==> src/sv/mi4_ram.sv <==
module mi4_ram #(
   parameter int WIDTH = 32,
   parameter int DEPTH = 16
) (
   input  logic                     clock,
   input  logic                     wr_en,
   input  logic [$clog2(DEPTH)-1:0] wr_addr,
   input  logic [WIDTH-1:0]         wr_data,
   input  logic                     rd_en,
   input  logic [$clog2(DEPTH)-1:0] rd_addr,
   output logic [WIDTH-1:0]         rd_data
);

   logic [WIDTH-1:0] mem [DEPTH];
   logic [WIDTH-1:0] rd_data_ff;

   always_ff @(posedge clock) begin
      if (wr_en) begin
         mem[wr_addr] <= wr_data;
      end
      if (rd_en) begin
         rd_data_ff <= mem[rd_addr];
      end
   end

   assign rd_data = rd_data_ff;

endmodule

==> config.mk <==
export PLATFORM = sky130hd
export DESIGN_NAME = mi4_ram
export DESIGN_NICKNAME = d
export VERILOG_FILES = /design/src/sv/mi4_ram.sv
export SDC_FILE = /design/constraint.sdc
export NUM_CORES = 1
export LEC_CHECK = 0
export BUFFER_PORTS_ARGS = -buffer_cell sky130_fd_sc_hd__buf_2
export CAP_MARGIN = 20
export CORE_AREA = 5 5 203 205
export DETAILED_ROUTE_END_ITERATION = 12
export DIE_AREA = 0 0 208 210
export GPL_TIMING_DRIVEN = 0
export PLACE_DENSITY = 0.75
export SYNTH_ARGS = -nofsm -noshare
export SYNTH_HDL_FRONTEND = slang
export SYNTH_SLANG_ARGS = --single-unit
==> constraint.sdc <==
create_clock -name clock -period 10.7 [get_ports clock]
set_input_delay 1.07 -clock clock [delete_from_list [all_inputs] [get_ports clock]]
set_output_delay 1.07 -clock clock [all_outputs]
set_load 0.05 [all_outputs]
==> results.toml <==
[route]
vias = 9317
drtIter0Drc = 1112
drc = 0
routed_via_density = 6.02
wl_um = 42600
wire_per_inst_um = 27.5
ant_nets = 0
firstDrtPassIters = 5

[yosys]
ys_ff_latch = 544
syn-num-nets = 881
synth_top_family_by_area = "multiplexers"
synthMuxAreaShare_pct = 14.3
syn_avg_cell_area_um2 = 24.1
ys_warn_count = 0
synth-seq-area-share_pct = 81.0
synth.distinct_cells = 17
synth_xor_area_share_pct = 0
synth_compound_area_share_pct = 2.38
netlist_area_mm2 = 0.0202
synthCells = 838
synth_fa_ha_area_share_pct = 0
synthSimpleGateAreaFrac_pct = 1.25

[layout]
post-route-util_pct = 59.1
final_common_cell = "edfxtp_1"
instances_no_fill = 1548
layout-drive-gt1-share_pct = 31.5
syn_to_final_growth_pct = 15.1
mostFrequentLayoutCells = "544 x edfxtp_1, 128 x mux4_2, 76 x buf_2"
num-nets-final = 1030

[timing]
fin_crit_ns = 2.69
slew_headroom_pct = 38.0
finalSetupViolations = 0
rsz0062_at_grt = "no"
fin_worst_skew_ns = 0.0170
fmax_mhz = 372
worstMarginPinSlew_ns = 0.929
drv_slew = 0
period_share_pct = 25.1
tns_ns = 0
finalHoldViolCount = 0

[pwr]
leakage_uw = 0.00738
ir_drop_mv = 0.103
p_per_area_mw_per_mm2 = 187

[worst_setup_path]
max_stage_delay_ns = 0.72
crit_start = "wr_addr[2]"
crit_path_cell_trace = "buf_2 -> or3b_2 -> nor3_2 -> buf_6 -> buf_6"
crit_type = "in -> reg"
cp_num_buf_inv = 3
crit_top_cell = "buf_6"
cp.required_ns = 10.97
end_kind = "register"
critical_path.max_fanout = 8
slowest_stage = "nor3_2"
start_kind = "input pin"
cp.arrival_ns = 2.95
cpLargestDelayFamily = "simple AND/OR/NAND/NOR gates"
timing.rr.start = "mem[8][17]$_DFFE_PP_"

[cts]
cts_hold_buf = 0
numCtsBuffers = 50
cts_tree = "yes"
clock_sinks = 544
cts_buffer_depth = 3
clkSlewWorstSetupHoldPaths_ns = 0.06
clockRootBuffer = "clkbuf_16"
post_cts_buffers = 0
post_cts_resized = 0
cts_htree_levels = 2
clock_latency_ns = 0.57

[global_route]
antenna_found_initial = 3
grt_max_degree = 33
grt_pass1_wl_um = 63800
track_usage_pct = 19.6
grt-ovfl-total = 0
grt_pass1_vias = 9809

[die]
row_count = 73
start_util_pct = 51.4
dieArea_mm2 = 0.0437
core_area_mm2 = 0.0393
boundaryPins = 75
dieWidth_um = 208
die_h_um = 210

[placement]
hpwl_um = 25900
dp_cells = 1460
routabilityCongestion = 0.734
portBuffers = 72

[worst_hold_path]
hp-start = "mem[14][2]$_DFFE_PP_"
hp-class = "reg -> reg"

[job]
max-cap-violations = 0

[status]
status = "completed"
==> report_power, final <==
group          switching (uW)  total (uW)  internal, uW
Sequential               11.6        2410          2400
Combinational             163         251          87.6
Clock                     739        1690           946
==> metal layers <==
metal / vias up / GRT usage, % / share of wire [%]
met1: 4950 / 26.1 / 39
met2: 391 / 33.7 / 52
li1: 3896 / - / -
met3: 78 / 3.74 / 7.1
met5: - / 0 / 0.021
met4: 2 / 5.44 / 2.2
==> layout make-up <==
type	instances	area, um2
flip-flops and latches	544	16300
fillers	2695	16000
multi-input cells	251	3730
clock buffers	67	1340
repair buffers	97	769
well taps	525	657
plain buffers	43	223
clock inverters	19	174
diodes	2	5.00
==> worst min-delay path, stage by stage (launching register included) <==
cell and delay, ns:
edfxtp_1 0.31, mux4_2 0.22, a22oi_1 0.05, nand2_1 0.06
==> synth_stat cells <==
cell        n  share of area (%)
a22oi_1    64                2.4
edfxtp_1  544                 81
nor2b_1     2              0.062
nand2b_1    2              0.062
and2_1      1              0.031
nor2_1     13               0.24
clkbuf_1   17               0.32
mux4_2    128                 14
nand2_1    33               0.61
buf_6       2               0.11
or3b_2      1              0.043
nand3b_1    2              0.074
nor3_1      4              0.099
nand3_1     1              0.025
buf_1       9               0.17
buf_2       4              0.099
buf_4      11               0.41
==> cells by family after synthesis <==
kind of cell	after synthesis
compound gates	64
buf+inv	43
flops	544
mux	128
simple gates	59
==> worst paths after layout <==
check,end,slack [ns],depth (start not counted)
hold / removal,rd_data[2]$_DFFE_PP_,0.74,3
setup / recovery,mem[0][30]$_DFFE_PP_,8.01,5
hold reg to reg,rd_data[2]$_DFFE_PP_,0.74,3
setup reg to reg,rd_data[17]$_DFFE_PP_,9.16,3
==> through the flow <==
step / total power [uW] / setup slack, ns / hold WS [ns] / instance area, um2
6_report: 4350 / 8.01 / 0.745 / 23200
5_1_grt: 4480 / 7.99 / 0.759 / 23200
4_1_cts: 4370 / 8.03 / 0.744 / 23200
3_5_place_dp: 2710 / 7.45 / 0.730 / 21700
3_3_place_gp: 2690 / 3.98 / 0.724 / 21200
2_1_floorplan: 2610 / 6.45 / 0.710 / 20200
==> sequential cells by signal (all words and copies together), names as in the netlist <==
name and cells:
mem 512, rd_data 32
Power figures use the tool's default switching activity.
