$ cat src/sv/mi4_pkg.sv
package mi4_pkg;

   localparam int FRAC_BITS = 16;
   localparam int IDX_W     = 4;
   localparam int ELEM_W    = 32;
   localparam int WIDE_W    = 64;
   localparam int MAG_W     = 63;
   localparam int THR_W     = 31;
   localparam int DEPTH     = 16;

   localparam logic [THR_W-1:0]  THR_RESET = 31'd7;
   localparam logic [WIDE_W-1:0] SMAX      = 64'h7FFF_FFFF_FFFF_FFFF;

endpackage

$ cat src/sv/mi4_mul.sv
module mi4_mul import mi4_pkg::*; (
   input  logic              clock,
   input  logic              reset,
   input  logic              start,
   input  logic              shift_hi,
   input  logic [WIDE_W-1:0] a,
   input  logic [WIDE_W-1:0] b,
   output logic              done,
   output logic [MAG_W-1:0]  result
);

   localparam int SH_LO = FRAC_BITS;
   localparam int SH_HI = 63 - FRAC_BITS;

   logic [WIDE_W-1:0]   a_ff, b_ff;
   logic [WIDE_W-1:0]   pp_ff;
   logic [1:0]          off_ff;
   logic [2*WIDE_W-1:0] acc_ff;
   logic [2:0]          cnt_ff;
   logic                busy_ff, done_ff, hi_ff;
   logic [31:0]         op_a, op_b;
   logic [2*WIDE_W-1:0] pp_ext;

   always_comb begin
      op_a = cnt_ff[1] ? a_ff[63:32] : a_ff[31:0];
      op_b = cnt_ff[0] ? b_ff[63:32] : b_ff[31:0];
      case (off_ff)
         2'd0:    pp_ext = {64'd0, pp_ff};
         2'd1:    pp_ext = {32'd0, pp_ff, 32'd0};
         default: pp_ext = {pp_ff, 64'd0};
      endcase
   end

   always_ff @(posedge clock) begin
      if (reset) begin
         busy_ff <= 1'b0;
         done_ff <= 1'b0;
         cnt_ff  <= '0;
      end else begin
         done_ff <= 1'b0;
         if (start) begin
            a_ff    <= a;
            b_ff    <= b;
            hi_ff   <= shift_hi;
            acc_ff  <= '0;
            cnt_ff  <= '0;
            busy_ff <= 1'b1;
         end else if (busy_ff) begin
            if (cnt_ff != 3'd4) begin
               pp_ff  <= op_a * op_b;
               off_ff <= {1'b0, cnt_ff[1]} + {1'b0, cnt_ff[0]};
            end
            if (cnt_ff != 3'd0) begin
               acc_ff <= acc_ff + pp_ext;
            end
            if (cnt_ff == 3'd4) begin
               busy_ff <= 1'b0;
               done_ff <= 1'b1;
            end
            cnt_ff <= cnt_ff + 3'd1;
         end
      end
   end

   always_comb begin
      if (hi_ff) begin
         result = (|acc_ff[127:SH_HI+63]) ? SMAX[MAG_W-1:0] : acc_ff[SH_HI+62:SH_HI];
      end else begin
         result = (|acc_ff[127:SH_LO+63]) ? SMAX[MAG_W-1:0] : acc_ff[SH_LO+62:SH_LO];
      end
   end

   assign done = done_ff;

endmodule

$ cat config.mk
export PLATFORM = sky130hd
export DESIGN_NAME = mi4_mul
export DESIGN_NICKNAME = d
export VERILOG_FILES = /design/src/sv/mi4_pkg.sv /design/src/sv/mi4_mul.sv
export SDC_FILE = /design/constraint.sdc
export NUM_CORES = 2
export LEC_CHECK = 0
export BUFFER_PORTS_ARGS = -buffer_cell sky130_fd_sc_hd__buf_2
export CAP_MARGIN = 20
export CORE_MARGIN = 1.5
export CORE_UTILIZATION = 45
export DETAILED_ROUTE_END_ITERATION = 7
export PLACE_DENSITY_LB_ADDON = 0.15
export SLEW_MARGIN = 40
export SYNTH_ARGS = -nofsm -noshare
export SYNTH_HDL_FRONTEND = slang
export SYNTH_SLANG_ARGS = --single-unit
export TNS_END_PERCENT = 50
$ cat constraint.sdc
create_clock -name clock -period 15.5 [get_ports clock]
set_input_delay 3.875 -clock clock [delete_from_list [all_inputs] [get_ports clock]]
set_output_delay 3.875 -clock clock [all_outputs]
set_load 0.01 [all_outputs]
==> flow_metrics.tcl <==
set metrics [dict create \
    cts_sinks 328 \
    r2r_start "cnt_ff[1]" \
    maxCapViolations 0 \
    cts-resized-gates 0 \
    num_vias 43300 \
    postSynth.asyncResetShare_pct 0 \
    drtPass1Iterations 5 \
    core_um2 119000 \
    die_w_um 350 \
    setup_viol 0 \
    mostFrequentLayoutCells "inv_1 (946), fa_1 (897), nor2_1 (834)" \
    maxSlewViolCount 0 \
    synth-compound-area-share_pct 10.4 \
    place_hpwl_um 154000 \
    drc 0 \
    fmax_mhz 100 \
    layout-drive-gt1-share_pct 8.57 \
    cts.path.max_buffers 3 \
    synth_mux_area_share_pct 3.31 \
    hold_viol_final 0 \
    worst_setup_path_end_kind "flip-flop" \
    grt_pass1_vias 44000 \
    hold_start "cnt_ff[2]" \
    status "completed" \
    num-nets-final 7338 \
    ys_seq_elements 328 \
    ys_warn_count 0 \
    ios 196 \
    synth_cell_types 83 \
    initial_core_util_pct 45.6 \
    fin_skew_ns 0.0488 \
    die_y_um 350 \
    numPortBuffers 195 \
    synth_top_area_cell "fa_1" \
    syn_nets 7306 \
    grt_max_degree 129 \
    worstPathMaxFanout 35 \
    stdcell_area_um2 58300 \
    synth_edf_count 323 \
    holdWs_ns 0.586 \
    arrival_ns 10.37 \
    crit_family "adder cells" \
    syn_area_um2 54100 \
    syn_inst 5885 \
    hold_class "flip-flop to flip-flop" \
    startpoint "cnt_ff[1]" \
    ys.flop_type "edfxtp_1" \
    crit_path_start_kind "flip-flop" \
    cts-root-buf "clkbuf_16" \
    syn-mean-instance-area_um2 9.19 \
    placedInstanceArea_um2 57000 \
    critPathSlowestCell "buf_4" \
    row_count 126 \
    rsz0062_at_grt "no" \
    ctsHoldBuffers 0 \
    ant_nets 0 \
    drt-wirelength-per-cell_um 25.8 \
    grt_pass1_wl_um 287000 \
    cts.clk_slew.worst_paths_ns 0.07 \
    area_growth_pct 7.90 \
    post_cts_buffers 0 \
    routed_wirelength_um 195000 \
    path_buf_inv 6 \
    cpPeakStageDelay_ns 0.70 \
    path_common_cell "fa_1" \
    routed_via_density 5.73 \
    critPathRequiredTime_ns 15.88 \
    cts_tree "yes" \
    synthAdderAreaFrac_pct 42.3 \
    die_area_um2 122000 \
    synth_simple_gate_area_share_pct 14.4 \
    synth_area_leaders "fa_1 (33%), edfxtp_1 (18%), ha_1 (9.1%)" \
    synth_top_area_share_pct 33.2 \
    synth-xor-area-share_pct 2.83 \
    numCtsBuffers 42 \
    maxSlewHeadroom_pct 39.4 \
    clkLatencyLatePin_ns 0.63 \
    ys_seq_area_share_pct 18.1 \
    drt_iter0_drc 3695 \
    grt_overflow 0 \
    tightest_slew_ns 0.891 \
    min_period_ns 9.99 \
    h-tree-depth 2 \
    grtUsageTotal_pct 32.1 \
    fin_crit_sh_pct 64.5 \
    fin_tns_setup_ns 0 \
    antenna_found_initial 5 \
    critPathKind "flip-flop to flip-flop" \
    final_common_cell "inv_1" \
    place.gp.congestion 0.983 \
    synth_top_family_by_area "adder cells" \
]
==> worst min-delay path, stage by stage, from the launching register on <==
cell and delay (ns):
dfxtp_1 0.32, nand2_1 0.12, nor4b_2 0.10
==> cell families (layout without fill, tap and decap cells) <==
family / Yosys count / after routing
simple gates: 1835 / 1835
fa+ha+maj: 1289 / 1289
buf+inv: 1244 / 1307
compound gates: 844 / 844
flops: 328 / 328
xor+xnor: 175 / 175
mux: 170 / 170
other cells: 0 / 1
==> synth_stat cells, types with 8 or more instances <==
library cell	n
xor2_1	69
inv_1	946
nand4_1	83
o21bai_1	51
o21a_1	25
xnor2_1	106
or3_1	14
nor2b_1	36
o21ai_0	135
nor2_1	835
o22a_1	63
a21o_1	111
o21ai_1	9
nor4_1	24
buf_1	21
edfxtp_1	323
fa_1	897
a31oi_1	26
clkbuf_1	268
and2_1	75
o211ai_1	8
or2_2	17
a41oi_1	8
nand2_1	633
a21oi_1	264
nand3_1	26
mux2_2	69
nand2b_1	18
mux2i_1	101
ha_1	392
a211oi_1	13
o31ai_1	11
nor3_1	38
a22o_1	32
==> metal layers <==
metal  vias to the layer above  part of all wire [%]  global-route usage [%]
met2                      2154                    44                    49.3
li1                      19000                     -                       -
met4                         0                   5.4                    14.4
met5                         -                     0                       0
met3                       433                   9.1                    6.06
met1                     21700                    42                    44.2
==> metrics by stage <==
step | setup WS, ns | cells | utilization, %
3_3_place_gp | 5.43 | 7462 | 48.0
2_1_floorplan | 4.44 | 5885 | -
3_5_place_dp | 5.41 | 7470 | 48.1
6_report | 5.51 | 7549 | 49.2
4_1_cts | 5.40 | 7545 | 49.2
5_1_grt | 5.04 | 7548 | 49.2
==> flip-flops by register name (all words and copies together), names as in the netlist <==
| signal | flops |
|---|---|
| a_ff | 64 |
| cnt_ff | 3 |
| busy_ff | 1 |
| hi_ff | 1 |
| off_ff | 2 |
| pp_ff | 64 |
| done | 1 |
| acc_ff | 128 |
| b_ff | 64 |
==> worst paths after layout <==
check | slack [ns] | cells after the start | end
setup / recovery | 5.51 | 28 | pp_ff[57]
setup reg to reg | 5.51 | 28 | pp_ff[57]
hold reg to reg | 0.59 | 2 | done
hold / removal | 0.59 | 2 | done
==> area by class of cell <==
| type | instances | area, um2 |
|---|---|---|
| tap | 1600 | 2000 |
| clock buffer | 47 | 1070 |
| clock inverter | 28 | 226 |
| sequential | 328 | 9810 |
| inverter | 946 | 3550 |
| fill | 11400 | 60200 |
| antenna | 1 | 2.50 |
| multi-input combinational | 4313 | 39900 |
| timing repair buffer | 286 | 1770 |
Power is left out: the tool's default activity adds up to more than one toggle a clock period on the data nets, which glitch-free logic cannot reach.
