## config.mk

```make
export PLATFORM = sky130hd
export DESIGN_NAME = mi4_div
export DESIGN_NICKNAME = d
export VERILOG_FILES = /design/src/sv/mi4_pkg.sv /design/src/sv/mi4_div.sv
export SDC_FILE = /design/constraint.sdc
export NUM_CORES = 1
export LEC_CHECK = 0
export ABC_CLOCK_PERIOD_IN_PS = 9250
export BUFFER_PORTS_ARGS = -buffer_cell sky130_fd_sc_hd__clkbuf_2
export CELL_PAD_IN_SITES_DETAIL_PLACEMENT = 2
export CELL_PAD_IN_SITES_GLOBAL_PLACEMENT = 2
export CORE_MARGIN = 2
export CORE_UTILIZATION = 39
export CTS_BUF_LIST = sky130_fd_sc_hd__clkbuf_2
export DETAILED_ROUTE_END_ITERATION = 8
export GPL_TIMING_DRIVEN = 0
export PLACE_DENSITY_LB_ADDON = 0.1
export SYNTH_ARGS = -nofsm -noshare
export SYNTH_HDL_FRONTEND = slang
export SYNTH_SLANG_ARGS = --single-unit
```

## constraint.sdc

```tcl
create_clock -name clock -period 9.25 [get_ports clock]
set_input_delay 1.3875 -clock clock [delete_from_list [all_inputs] [get_ports clock]]
set_output_delay 1.3875 -clock clock [all_outputs]
set_load 0.05 [all_outputs]
```

## src/sv/mi4_pkg.sv

```systemverilog
package mi4_pkg;

   localparam int FRAC_BITS = 16;
   localparam int IDX_W     = 4;
   localparam int ELEM_W    = 32;
   localparam int WIDE_W    = 64;
   localparam int MAG_W     = 63;
   localparam int THR_W     = 31;
   localparam int DEPTH     = 16;

   localparam logic [THR_W-1:0]  THR_RESET = 31'd7;
   localparam logic [WIDE_W-1:0] SMAX      = 64'h7FFF_FFFF_FFFF_FFFF;

endpackage

```

## src/sv/mi4_div.sv

```systemverilog
module mi4_div import mi4_pkg::*; (
   input  logic              clock,
   input  logic              reset,
   input  logic              start,
   input  logic [MAG_W-1:0]  divisor,
   output logic              done,
   output logic [WIDE_W-1:0] quotient
);

   logic [MAG_W-1:0]  d_ff, rem_ff;
   logic [WIDE_W-1:0] q_ff;
   logic [5:0]        cnt_ff;
   logic              busy_ff, done_ff;
   logic [WIDE_W-1:0] shifted, diff;
   logic              take;

   always_comb begin
      shifted = {rem_ff, (cnt_ff == 6'd0)};
      take    = shifted >= {1'b0, d_ff};
      diff    = shifted - {1'b0, d_ff};
   end

   always_ff @(posedge clock) begin
      if (reset) begin
         busy_ff <= 1'b0;
         done_ff <= 1'b0;
         cnt_ff  <= '0;
      end else begin
         done_ff <= 1'b0;
         if (start) begin
            d_ff    <= divisor;
            rem_ff  <= '0;
            q_ff    <= '0;
            cnt_ff  <= '0;
            busy_ff <= 1'b1;
         end else if (busy_ff) begin
            rem_ff <= take ? diff[MAG_W-1:0] : shifted[MAG_W-1:0];
            q_ff   <= {q_ff[WIDE_W-2:0], take};
            cnt_ff <= cnt_ff + 6'd1;
            if (cnt_ff == 6'd63) begin
               busy_ff <= 1'b0;
               done_ff <= 1'b1;
            end
         end
      end
   end

   assign done     = done_ff;
   assign quotient = q_ff;

endmodule

```

==> impl_metrics.json, run 1 <==
{
  "yosysMostFrequentCell": "edfxtp_1",
  "num-nets-final": 1471,
  "synth_area_um2": 11800,
  "drt-met1-wl_um": 16600,
  "std_cell_rows": 63,
  "drive_gt1_share_pct": 15.9,
  "synthArstFlopShare_pct": 0,
  "synth_edf_count": 190,
  "die_height_um": 178,
  "p_leak_nw": 5.39,
  "syn_area_per_cell_um2": 9.97,
  "viasPerCell": 5.56,
  "root_buffer": "clkbuf_2",
  "dp_hpwl_um": 30300,
  "grt_pass1_wl_um": 60700,
  "ant_nets": 0,
  "cts_tree": "built",
  "start_kind": "flip-flop",
  "synth_top_area_share_pct": 48.4,
  "slew_headroom_pct": 19.6,
  "place_inst": 1710,
  "synth_fp_nets": 1315,
  "grt_pass1_vias": 10800,
  "fmax_mhz": 204,
  "synth-seq-cells": 198,
  "wl_met3_um": 1290,
  "io-pin-count": 131,
  "hp-class": "flip-flop to flip-flop",
  "status": "finished clean",
  "grt_antenna_before_repair": 1,
  "multiInputGateArea_um2": 5320,
  "muxShareOfSynthArea_pct": 0.170,
  "syn2layout_area_growth_pct": 13.2,
  "critical_path_class": "flip-flop to flip-flop",
  "worst_path_max_delay_cell": "clkbuf_1",
  "initial_core_util_pct": 39.7,
  "grt_max_degree": 31,
  "n_fill_cell": 3249,
  "ir_worst_vdd_v": 0.000131,
  "synthTopCellsByArea": "edfxtp_1, ha_1, a21oi_1",
  "crit_chain": "nor4_1 -> nand2_1 -> ha_1 -> fa_1 -> nand2b_1 -> a21o_1 -> a31oi_1 -> o21ai_2 -> o211ai_2 -> o211ai_2 -> nand2_1 -> clkbuf_1 -> a211oi_1",
  "synthSimpleGateAreaFrac_pct": 16.7,
  "gp_congestion": 0.873,
  "worst_pin_slew_ns": 1.20,
  "route.detailed.drc": 0,
  "port_buffers": 130,
  "post_cts_buffers": 0,
  "netlist_instances": 1183,
  "synth_top_family_by_area": "compound AO/OA/AOI/OAI gates",
  "synth_top_cell_by_area": "edfxtp_1",
  "maxCapViolations": 0,
  "critical_path_required_ns": 9.86,
  "worst_slack_ns": 4.35,
  "synth-main-ff-cell": "edfxtp_1",
  "synth_common_cells": "edfxtp_1, nand2_1, a21oi_1",
  "top_layer": "met4",
  "slew_viol_final": 0,
  "insertion_delay_ns": 0.93,
  "synth_seq_area_share_pct": 49.8,
  "dr.first_iter.drc_count": 503,
  "vias": 9698,
  "grt_use_total_pct": 25.4,
  "first_pass_iters": 4,
  "yosysUniqueCellTypes": 79,
  "htree_levels": 4,
  "rrSetupSlack_ns": 4.35,
  "synth_fa_ha_area_share_pct": 7.07,
  "cts_sinks": 198,
  "cts.repair.resized": 0,
  "die_w_um": 178,
  "p_per_area_nw_per_um2": 177,
  "place_ws_ns": 4.44,
  "synth_compound_area_share_pct": 17.7,
  "clk_pin_slew_ns": 0.31,
  "post-route-period-util_pct": 53.0,
  "slowest_delay_ns": 0.78,
  "cts_hold_buf": 0,
  "final-seq-area_um2": 5870,
  "skew_ns": 0.0756,
  "dieArea_um2": 31600,
  "core_area_um2": 29700,
  "wl_met2_um": 20200,
  "wl_per_cell_um": 22.4,
  "cts_inserted_buffers": 17,
  "stdcell_count": 1743,
  "yosysWarnings": 0,
  "routed_wl_um": 39000,
  "clockBufferDepth": 2,
  "setup_viol": 0,
  "period_needed_ns": 4.90,
  "grt_overflow_total": 0,
  "synth-xor-area-share_pct": 3.27,
  "rsz0062_at_grt": "false",
  "cp-end-kind": "flip-flop",
  "finalHoldViolations": 0,
  "crit_arrival_ns": 5.51,
  "crit_path_max_fanout": 10
}
final timing paths:
| path | startpoint | to | cells past startpoint |
|---|---|---|---|
| setup / recovery | cnt_ff[2] | rem_ff[14] | 13 |
| setup reg to reg | cnt_ff[2] | rem_ff[14] | 13 |
| hold reg to reg | cnt_ff[5] | cnt_ff[5] | 2 |
| hold / removal | cnt_ff[5] | cnt_ff[5] | 2 |
routing by layer:
layer	vias to the layer above	track usage, %
met5	-	0
met4	0	7.34
met3	42	4.16
met2	178	46.4
met1	4893	30.6
li1	4585	-
kinds of logic after synthesis:
family | count (synthesis)
AOI/OAI and AO/OA | 322
xor gates and xnor gates | 44
adders and majority gates | 66
buffers and inverters | 155
DFF | 198
muxes | 2
and+or+nand+nor | 396
report_power, final:
group          internal (W)  switching (W)
registers           0.00107      0.0000341
clock network     0.0000896       0.000353
logic              0.000268       0.000539
total               0.00143       0.000926
through the flow:
stage / hold WS, ns / total power, W / setup TNS, ns / cell area (µm²) / util, %
finish: 0.546 / 0.00236 / 0 / 13300 / 44.9
global route: 0.489 / 0.00249 / 0 / 13300 / 44.9
CTS: 0.502 / 0.00238 / 0 / 13300 / 44.9
detailed placement: 0.532 / 0.00193 / 0 / 13100 / 44.1
global placement: 0.488 / 0.00189 / -420.11 / 12900 / 43.5
floorplan: 0.471 / 0.00167 / 0 / 11800 / -
layout make-up:
cell class                      instances  share of cell area, %
Clock buffer                           17                  0.638
Tap cell                              390                   3.66
Clock inverter                         15                   1.20
Buffer                                 58                   1.96
Inverter                               97                   2.73
Antenna cell                            1                 0.0188
Multi-Input combinational cell        830                   39.8
Timing Repair Buffer                  137                   5.98
Sequential cell                       198                   44.0
registers in the layout (all words and copies together) (netlist names):
signal	count
cnt_ff	6
quotient	64
rem_ff	63
done	1
d_ff	63
busy_ff	1
critical path, delay by kind of cell, from the launching register on:
kind | cells | cell delay [ns]
fa+ha+maj | 2 | 0.61
compound gates | 6 | 1.73
simple gates | 4 | 1.06
buf+inv | 1 | 0.78
flops | 1 | 0.42
placed cells by master, fill, tap and decap left out, types with 17 or more instances in the layout:
master	netlist	final
nand2_1	142	142
a21oi_1	123	122
o21ai_0	40	40
nor2b_1	68	68
nand4_1	24	24
clkbuf_2	1	148
a211oi_1	17	17
xnor2_1	27	27
ha_1	65	65
nor2_1	69	68
nand3_1	25	25
a21o_1	22	22
edfxtp_1	190	190
xor2_1	17	17
o21bai_1	19	19
inv_1	96	96
clkbuf_1	34	34
Power figures use the tool's default switching activity.
==> run 2: changes to the inputs <==
--- a/config.mk
+++ b/config.mk
@@ -5,12 +5,13 @@
 export SDC_FILE = /design/constraint.sdc
 export NUM_CORES = 1
 export LEC_CHECK = 0
-export ABC_CLOCK_PERIOD_IN_PS = 9250
+export ABC_AREA = 1
+export ABC_CLOCK_PERIOD_IN_PS = 4100
 export BUFFER_PORTS_ARGS = -buffer_cell sky130_fd_sc_hd__clkbuf_2
 export CELL_PAD_IN_SITES_DETAIL_PLACEMENT = 2
 export CELL_PAD_IN_SITES_GLOBAL_PLACEMENT = 2
 export CORE_MARGIN = 2
-export CORE_UTILIZATION = 39
+export CORE_UTILIZATION = 32
 export CTS_BUF_LIST = sky130_fd_sc_hd__clkbuf_2
 export DETAILED_ROUTE_END_ITERATION = 8
 export GPL_TIMING_DRIVEN = 0
==> constraint.sdc (replaced) <==
create_clock -name clock -period 4.1 [get_ports clock]
set_input_delay 0.615 -clock clock [delete_from_list [all_inputs] [get_ports clock]]
set_output_delay 0.615 -clock clock [all_outputs]
set_load 0.05 [all_outputs]
==> run 2 against run 1 <==
Compared with the run above:
- global-route usage shrank 1.3 points
- routed wire length grew 32%
- sequential share of layout area shrank 8.1 points
- synthesized cell count grew 70%
- first-iteration DRC count shrank 3.6%
==> impl_metrics.json, run 2 <==
{
  "status": "finished clean",
  "mostFrequentLayoutCells": "nand2_1, inv_1, nor2_1, edfxtp_1, clkbuf_2",
  "switchingPower_w": 0.00253,
  "crit_path_max_fanout": 10,
  "routed_wl_um": 51500,
  "critical_path_required_ns": 5.03,
  "cts_tree": "built",
  "grt_antenna_before_repair": 3,
  "synth_seq_area_share_pct": 42.4,
  "largest_reg_flops": 64,
  "dieArea_um2": 44900,
  "cts_inserted_buffers": 17,
  "viasPerCell": 4.59,
  "reg2reg_depth": 19,
  "ant_nets": 0,
  "hold_depth": 2,
  "maxCapViolations": 0,
  "fmax_mhz": 270,
  "grt_pass1_wl_um": 80200,
  "synthTopCellsByArea": "edfxtp_1, nand2_1, inv_1",
  "swShare_pct": 42.4,
  "hold_start": "divisor[54]",
  "die_w_um": 212,
  "wl_per_cell_um": 18.1,
  "synth_fp_nets": 2142,
  "grt_pass1_vias": 14500,
  "p_leak_nw": 8.81,
  "setup_viol": 0,
  "p_seq_share_pct": 42.0,
  "synth_edf_count": 190,
  "dr.first_iter.drc_count": 485,
  "crit_arrival_ns": 4.63,
  "intPower_w": 0.00343,
  "htree_levels": 4,
  "rrSetupSlack_ns": 0.40,
  "gp_congestion": 0.865,
  "cts_sinks": 198,
  "critical_path_class": "flip-flop to flip-flop",
  "dpl_cell_area_um2": 15400,
  "slew_headroom_pct": 31.2,
  "cts.repair.resized": 0,
  "syn2layout_area_growth_pct": 18.3,
  "yosysUniqueCellTypes": 36,
  "final_area_um2": 16300,
  "die_height_um": 212,
  "fin_util_pct": 38.1,
  "synth-seq-cells": 198,
  "finalHoldViolations": 0,
  "synth-main-ff-cell": "edfxtp_1",
  "initial_core_util_pct": 32.2,
  "port_buffers": 130,
  "layout_commonest_cell": "nand2_1",
  "period_needed_ns": 3.70,
  "netlist_instances": 2010,
  "hp-class": "input pin to flip-flop",
  "clockBufferDepth": 2,
  "core_area_um2": 42900,
  "slew_viol_final": 0,
  "grt_max_degree": 32,
  "num-nets-final": 2366,
  "hold-path-endpoint": "d_ff[54]",
  "clk_pin_slew_ns": 0.35,
  "ir_worst_vdd_v": 0.000275,
  "io-pin-count": 131,
  "synth_area_um2": 13800,
  "grt_overflow_total": 0,
  "first_pass_iters": 5,
  "cp-end-kind": "flip-flop",
  "p_per_area_nw_per_um2": 365,
  "yosysWarnings": 0,
  "synthArstFlopShare_pct": 0,
  "std_cell_rows": 76,
  "skew_ns": 0.0771,
  "rsz0062_at_grt": "false",
  "route.detailed.drc": 0,
  "vias": 13000,
  "drive_gt1_share_pct": 9.03,
  "dp_hpwl_um": 42200,
  "synth_top_cell_by_area": "edfxtp_1",
  "yosysMostFrequentCell": "nand2_1",
  "syn_area_per_cell_um2": 6.88,
  "post-route-period-util_pct": 90.3,
  "grt_use_total_pct": 24.1,
  "start_kind": "flip-flop",
  "worst_pin_slew_ns": 1.03,
  "clkPwrFrac_pct": 19.7,
  "reg2reg_to": "rem_ff[32]",
  "insertion_delay_ns": 1.18,
  "synth_common_cells": "nand2_1, inv_1, nor2_1",
  "r2r-start": "cnt_ff[0]",
  "p_comb_share_pct": 38.3,
  "root_buffer": "clkbuf_2",
  "synth_top_area_share_pct": 41.3
}
==> run 2: cell types whose count changed after synthesis, moves of 37 or more <==
cell,before,now
nand2_1,142,708
inv_1,96,491
nor2_1,69,271
a21oi_1,123,44
nor2b_1,68,0
nand3_1,25,62
==> run 2: stage by stage <==
| step | setup WS [ns] | TNS (ns) | instances | hold WS, ns | power, W |
|---|---|---|---|---|---|
| final | 0.396 | 0 | 2836 | 0.133 | 0.00596 |
| after global routing | 0.142 | 0 | 2834 | 0.106 | 0.00636 |
| after CTS | 0.343 | 0 | 2832 | 0.000354 | 0.00604 |
| after detailed placement | 0.356 | 0 | 2732 | 0.509 | 0.00478 |
| after global placement | -1.54 | -247.29 | 2725 | 0.464 | 0.00468 |
| after floorplan | 0.427 | 0 | 2010 | 0.444 | 0.00400 |
==> run 2: what timing repair did <==
action | CTS | global route
hold buffers | 68 | 0
endpoints found under the hold margin | 170 | 0
buffers inserted | 0 | 0
==> run 2: critical path, stage by stage (launching register included) <==
cell	delay, ns
dfxtp_1	0.41
inv_1	0.08
ha_1	0.17
nand4_1	0.18
ha_1	0.26
fa_1	0.42
inv_1	0.13
nand2_1	0.07
nand2_1	0.07
nand3_1	0.10
nand2_2	0.15
nand2_1	0.09
nand2_2	0.19
nand2_2	0.09
nand3_2	0.08
nand2_2	0.07
nand2_4	0.21
buf_2	0.29
o21ai_0	0.10
nor2_1	0.35
==> run 2: how the worst max path moves through the flow <==
stage	from	endpoint	slack, ns	cells after the start
2_1_floorplan	start	quotient[0]	0.43	4
3_3_place_gp	start	rem_ff[21]	-1.54	5
3_5_place_dp	start	rem_ff[20]	0.36	8
4_1_cts	cnt_ff[0]	rem_ff[32]	0.34	19
5_1_grt	cnt_ff[0]	rem_ff[32]	0.14	19
6_report	cnt_ff[0]	rem_ff[32]	0.40	19
==> run 2: cell type report <==
cell class / count / area [µm²]
tap: 585 / 732
timing repair buffer: 205 / 1490
fill: 5209 / 26500
multi-input combinational: 1291 / 5970
clock buffer: 18 / 90.1
buffer: 26 / 149
antenna: 4 / 10.0
sequential: 198 / 5870
inverter: 495 / 1860
clock inverter: 14 / 189
==> run 2: layer usage <==
| layer | vias up | global-route usage [%] | routed length, µm |
|---|---|---|---|
| met5 | - | 0 | 0 |
| met4 | 0 | 7.14 | 890 |
| met3 | 48 | 3.26 | 1370 |
| met2 | 142 | 41.5 | 24600 |
| met1 | 6351 | 31.3 | 24600 |
| li1 | 6484 | - | - |
==> run 2: cell families after synthesis <==
logic type	synth area share [%]
simple gates	31.9
buf+inv	14.5
flops	42.4
compound gates	3.23
fa+ha+maj	6.03
xor+xnor	1.90
==> run 2: power by group through the flow <==
| stage | combinational (W) | clock (W) | sequential (W) |
|---|---|---|---|
| floorplan | 0.00134 | 0 | 0.00266 |
| global placement | 0.00214 | 0 | 0.00255 |
| detailed placement | 0.00223 | 0 | 0.00255 |
| CTS | 0.00230 | 0.00123 | 0.00250 |
| global route | 0.00257 | 0.00127 | 0.00252 |
| finish | 0.00228 | 0.00118 | 0.00250 |
==> run 3: changes to the inputs <==
--- a/config.mk
+++ b/config.mk
@@ -10,10 +10,12 @@
 export BUFFER_PORTS_ARGS = -buffer_cell sky130_fd_sc_hd__clkbuf_2
 export CELL_PAD_IN_SITES_DETAIL_PLACEMENT = 2
 export CELL_PAD_IN_SITES_GLOBAL_PLACEMENT = 2
+export CORE_ASPECT_RATIO = 1.2
 export CORE_MARGIN = 2
 export CORE_UTILIZATION = 32
 export CTS_BUF_LIST = sky130_fd_sc_hd__clkbuf_2
 export DETAILED_ROUTE_END_ITERATION = 8
+export GPL_ROUTABILITY_DRIVEN = 1
 export GPL_TIMING_DRIVEN = 0
 export PLACE_DENSITY_LB_ADDON = 0.1
 export SYNTH_ARGS = -nofsm -noshare
==> run 3 against run 2 <==
Compared with the run above:
- clock skew grew 0.027 ns
- critical path depth unchanged
- clock power down 13%
- hold slack gained 0.11 ns
- sequential power about the same
- final cell count is 1.3% lower
- combinational power hardly changed
- die area about the same
- critical path type unchanged
- critical endpoint unchanged
==> impl_metrics.json, run 3 (synthesized netlist as in run 2, its figures left out) <==
{
  "vias": 13000,
  "clk_pin_slew_ns": 0.42,
  "largest_reg_flops": 64,
  "dieArea_um2": 44900,
  "intPower_w": 0.00331,
  "hp-class": "input pin to flip-flop",
  "die_height_um": 232,
  "setup-tns-final_ns": 0,
  "rsz0062_at_grt": "false",
  "drive_gt1_share_pct": 9.05,
  "viasPerCell": 4.64,
  "swShare_pct": 43.0,
  "route.detailed.drc": 0,
  "dp_hpwl_um": 42400,
  "ant_nets": 0,
  "port_buffers": 130,
  "cts_tree": "built",
  "post-route-period-util_pct": 89.0,
  "p_seq_share_pct": 43.1,
  "gp_congestion": 0.861,
  "stdcell_count": 2798,
  "p_comb_share_pct": 39.0,
  "initial_core_util_pct": 32.4,
  "crit_chain": "inv_1 -> ha_1 -> nand4_1 -> ha_1 -> fa_1 -> inv_1 -> nand2_1 -> nand2_1 -> nand3_1 -> nand2_2 -> nand2_1 -> nand2_2 -> nand2_2 -> nand3_2 -> nand2_2 -> nand2_4 -> buf_2 -> o21ai_0 -> nor2_1",
  "worst_path_max_delay_cell": "fa_1",
  "insertion_delay_ns": 1.04,
  "htree_levels": 4,
  "clkPwrFrac_pct": 17.8,
  "p_leak_nw": 8.77,
  "grt_use_total_pct": 23.4,
  "place_inst": 2699,
  "skew_ns": 0.104,
  "io-pin-count": 131,
  "critical_path_class": "flip-flop to flip-flop",
  "status": "finished clean",
  "slew_headroom_pct": 39.9,
  "start_kind": "flip-flop",
  "slowest_delay_ns": 0.43,
  "maxCapViolations": 0,
  "setup_viol": 0,
  "syn2layout_area_growth_pct": 17.3,
  "grt_max_degree": 33,
  "post_cts_buffers": 0,
  "period_needed_ns": 3.65,
  "first_pass_iters": 5,
  "fmax_mhz": 274,
  "mostFrequentLayoutCells": "nand2_1, inv_1, nor2_1, edfxtp_1, clkbuf_2",
  "layout_commonest_cell": "nand2_1",
  "num-nets-final": 2363,
  "grt_pass1_wl_um": 80400,
  "clockBufferDepth": 2,
  "switchingPower_w": 0.00249,
  "wl_per_cell_um": 18.1,
  "dr.first_iter.drc_count": 404,
  "grt_antenna_before_repair": 2,
  "crit_arrival_ns": 4.46,
  "grt_pass1_vias": 14500,
  "cts_inserted_buffers": 17,
  "root_buffer": "clkbuf_2",
  "ir_worst_vdd_v": 0.000214,
  "p_per_area_nw_per_um2": 357,
  "cp-end-kind": "flip-flop",
  "multiInputGateArea_um2": 5970,
  "crit_top_cell": "nand2_2",
  "core_area_um2": 42700,
  "grt_overflow_total": 0,
  "std_cell_rows": 83,
  "fin_util_pct": 38.0,
  "cts_sinks": 198,
  "rrSetupSlack_ns": 0.45,
  "finalHoldViolations": 0,
  "crit_path_max_fanout": 10,
  "worst_pin_slew_ns": 0.901,
  "slew_viol_final": 0,
  "critical_path_required_ns": 4.91,
  "hold_ws_ns": 0.240,
  "die_w_um": 194,
  "final-seq-area_um2": 5870,
  "n_fill_cell": 5193,
  "routed_wl_um": 50600
}
-- run 3: cell types whose count changed in the layout (fill, tap and decap cells not counted) --
cell / previous run / this run
bufinv_16: 2 / 0
inv_8: 3 / 2
clkinvlp_4: 1 / 0
clkinv_2: 0 / 1
clkinv_4: 0 / 3
clkinv_8: 3 / 2
diode_2: 4 / 2
inv_6: 4 / 5
dlygate4sd3_1: 68 / 65
-- run 3: what timing repair did --
item	CTS	global route
endpoints found under the setup margin	0	0
hold endpoints to repair	83	0
hold buffers	65	0
gates resized for setup	0	0
-- run 3: metrics by stage --
step                setup slack (ns)  area, µm²  total power (W)
global placement               -1.39      15200          0.00468
CTS                            0.393      16200          0.00589
global route                   0.212      16200          0.00623
finish                         0.450      16200          0.00580
floorplan                      0.427      13800          0.00400
detailed placement             0.411      15300          0.00477
-- run 3: layout make-up --
type	instances	area share (%)
inverters	495	11.5
multi-input cells	1291	36.8
well taps	552	4.26
clock inverters	14	0.826
clock buffers	18	0.556
repair buffers	202	8.98
plain buffers	26	0.918
flip-flops and latches	198	36.2
diodes	2	0.0309
-- run 3: path summary, 6_finish.rpt --
kind / depth (start not counted) / end / startpoint
setup / recovery: 19 / rem_ff[32] / cnt_ff[1]
hold / removal: 2 / d_ff[40] / divisor[40]
setup reg to reg: 19 / rem_ff[32] / cnt_ff[1]
hold reg to reg: 2 / done / cnt_ff[4]
-- run 3: metal layers --
metal  vias up  wire length, µm  GRT usage, %  share of wire [%]
li1       6472                -             -                  -
met1      6318            22900          29.5                 45
met2       150            25400          41.8                 50
met3        40             1080          2.76                2.1
met4         0             1110          6.97                2.2
met5         -                0             0                  0
-- run 3: worst max-delay path: cells and delay by family, from the launching register on --
family	cells	cell delay [ns]
AOI/OAI and AO/OA	1	0.11
adders and majority gates	3	0.87
buffers and inverters	3	0.53
DFF	1	0.40
and+or+nand+nor	12	1.59
-- run 3: power groups by stage --
stage          clock (W)  combinational [W]  sequential (W)
2_1_floorplan          0            0.00134         0.00266
3_5_place_dp           0            0.00223         0.00255
4_1_cts          0.00110            0.00229         0.00250
6_report         0.00103            0.00226         0.00250
3_3_place_gp           0            0.00213         0.00255
5_1_grt          0.00115            0.00255         0.00252
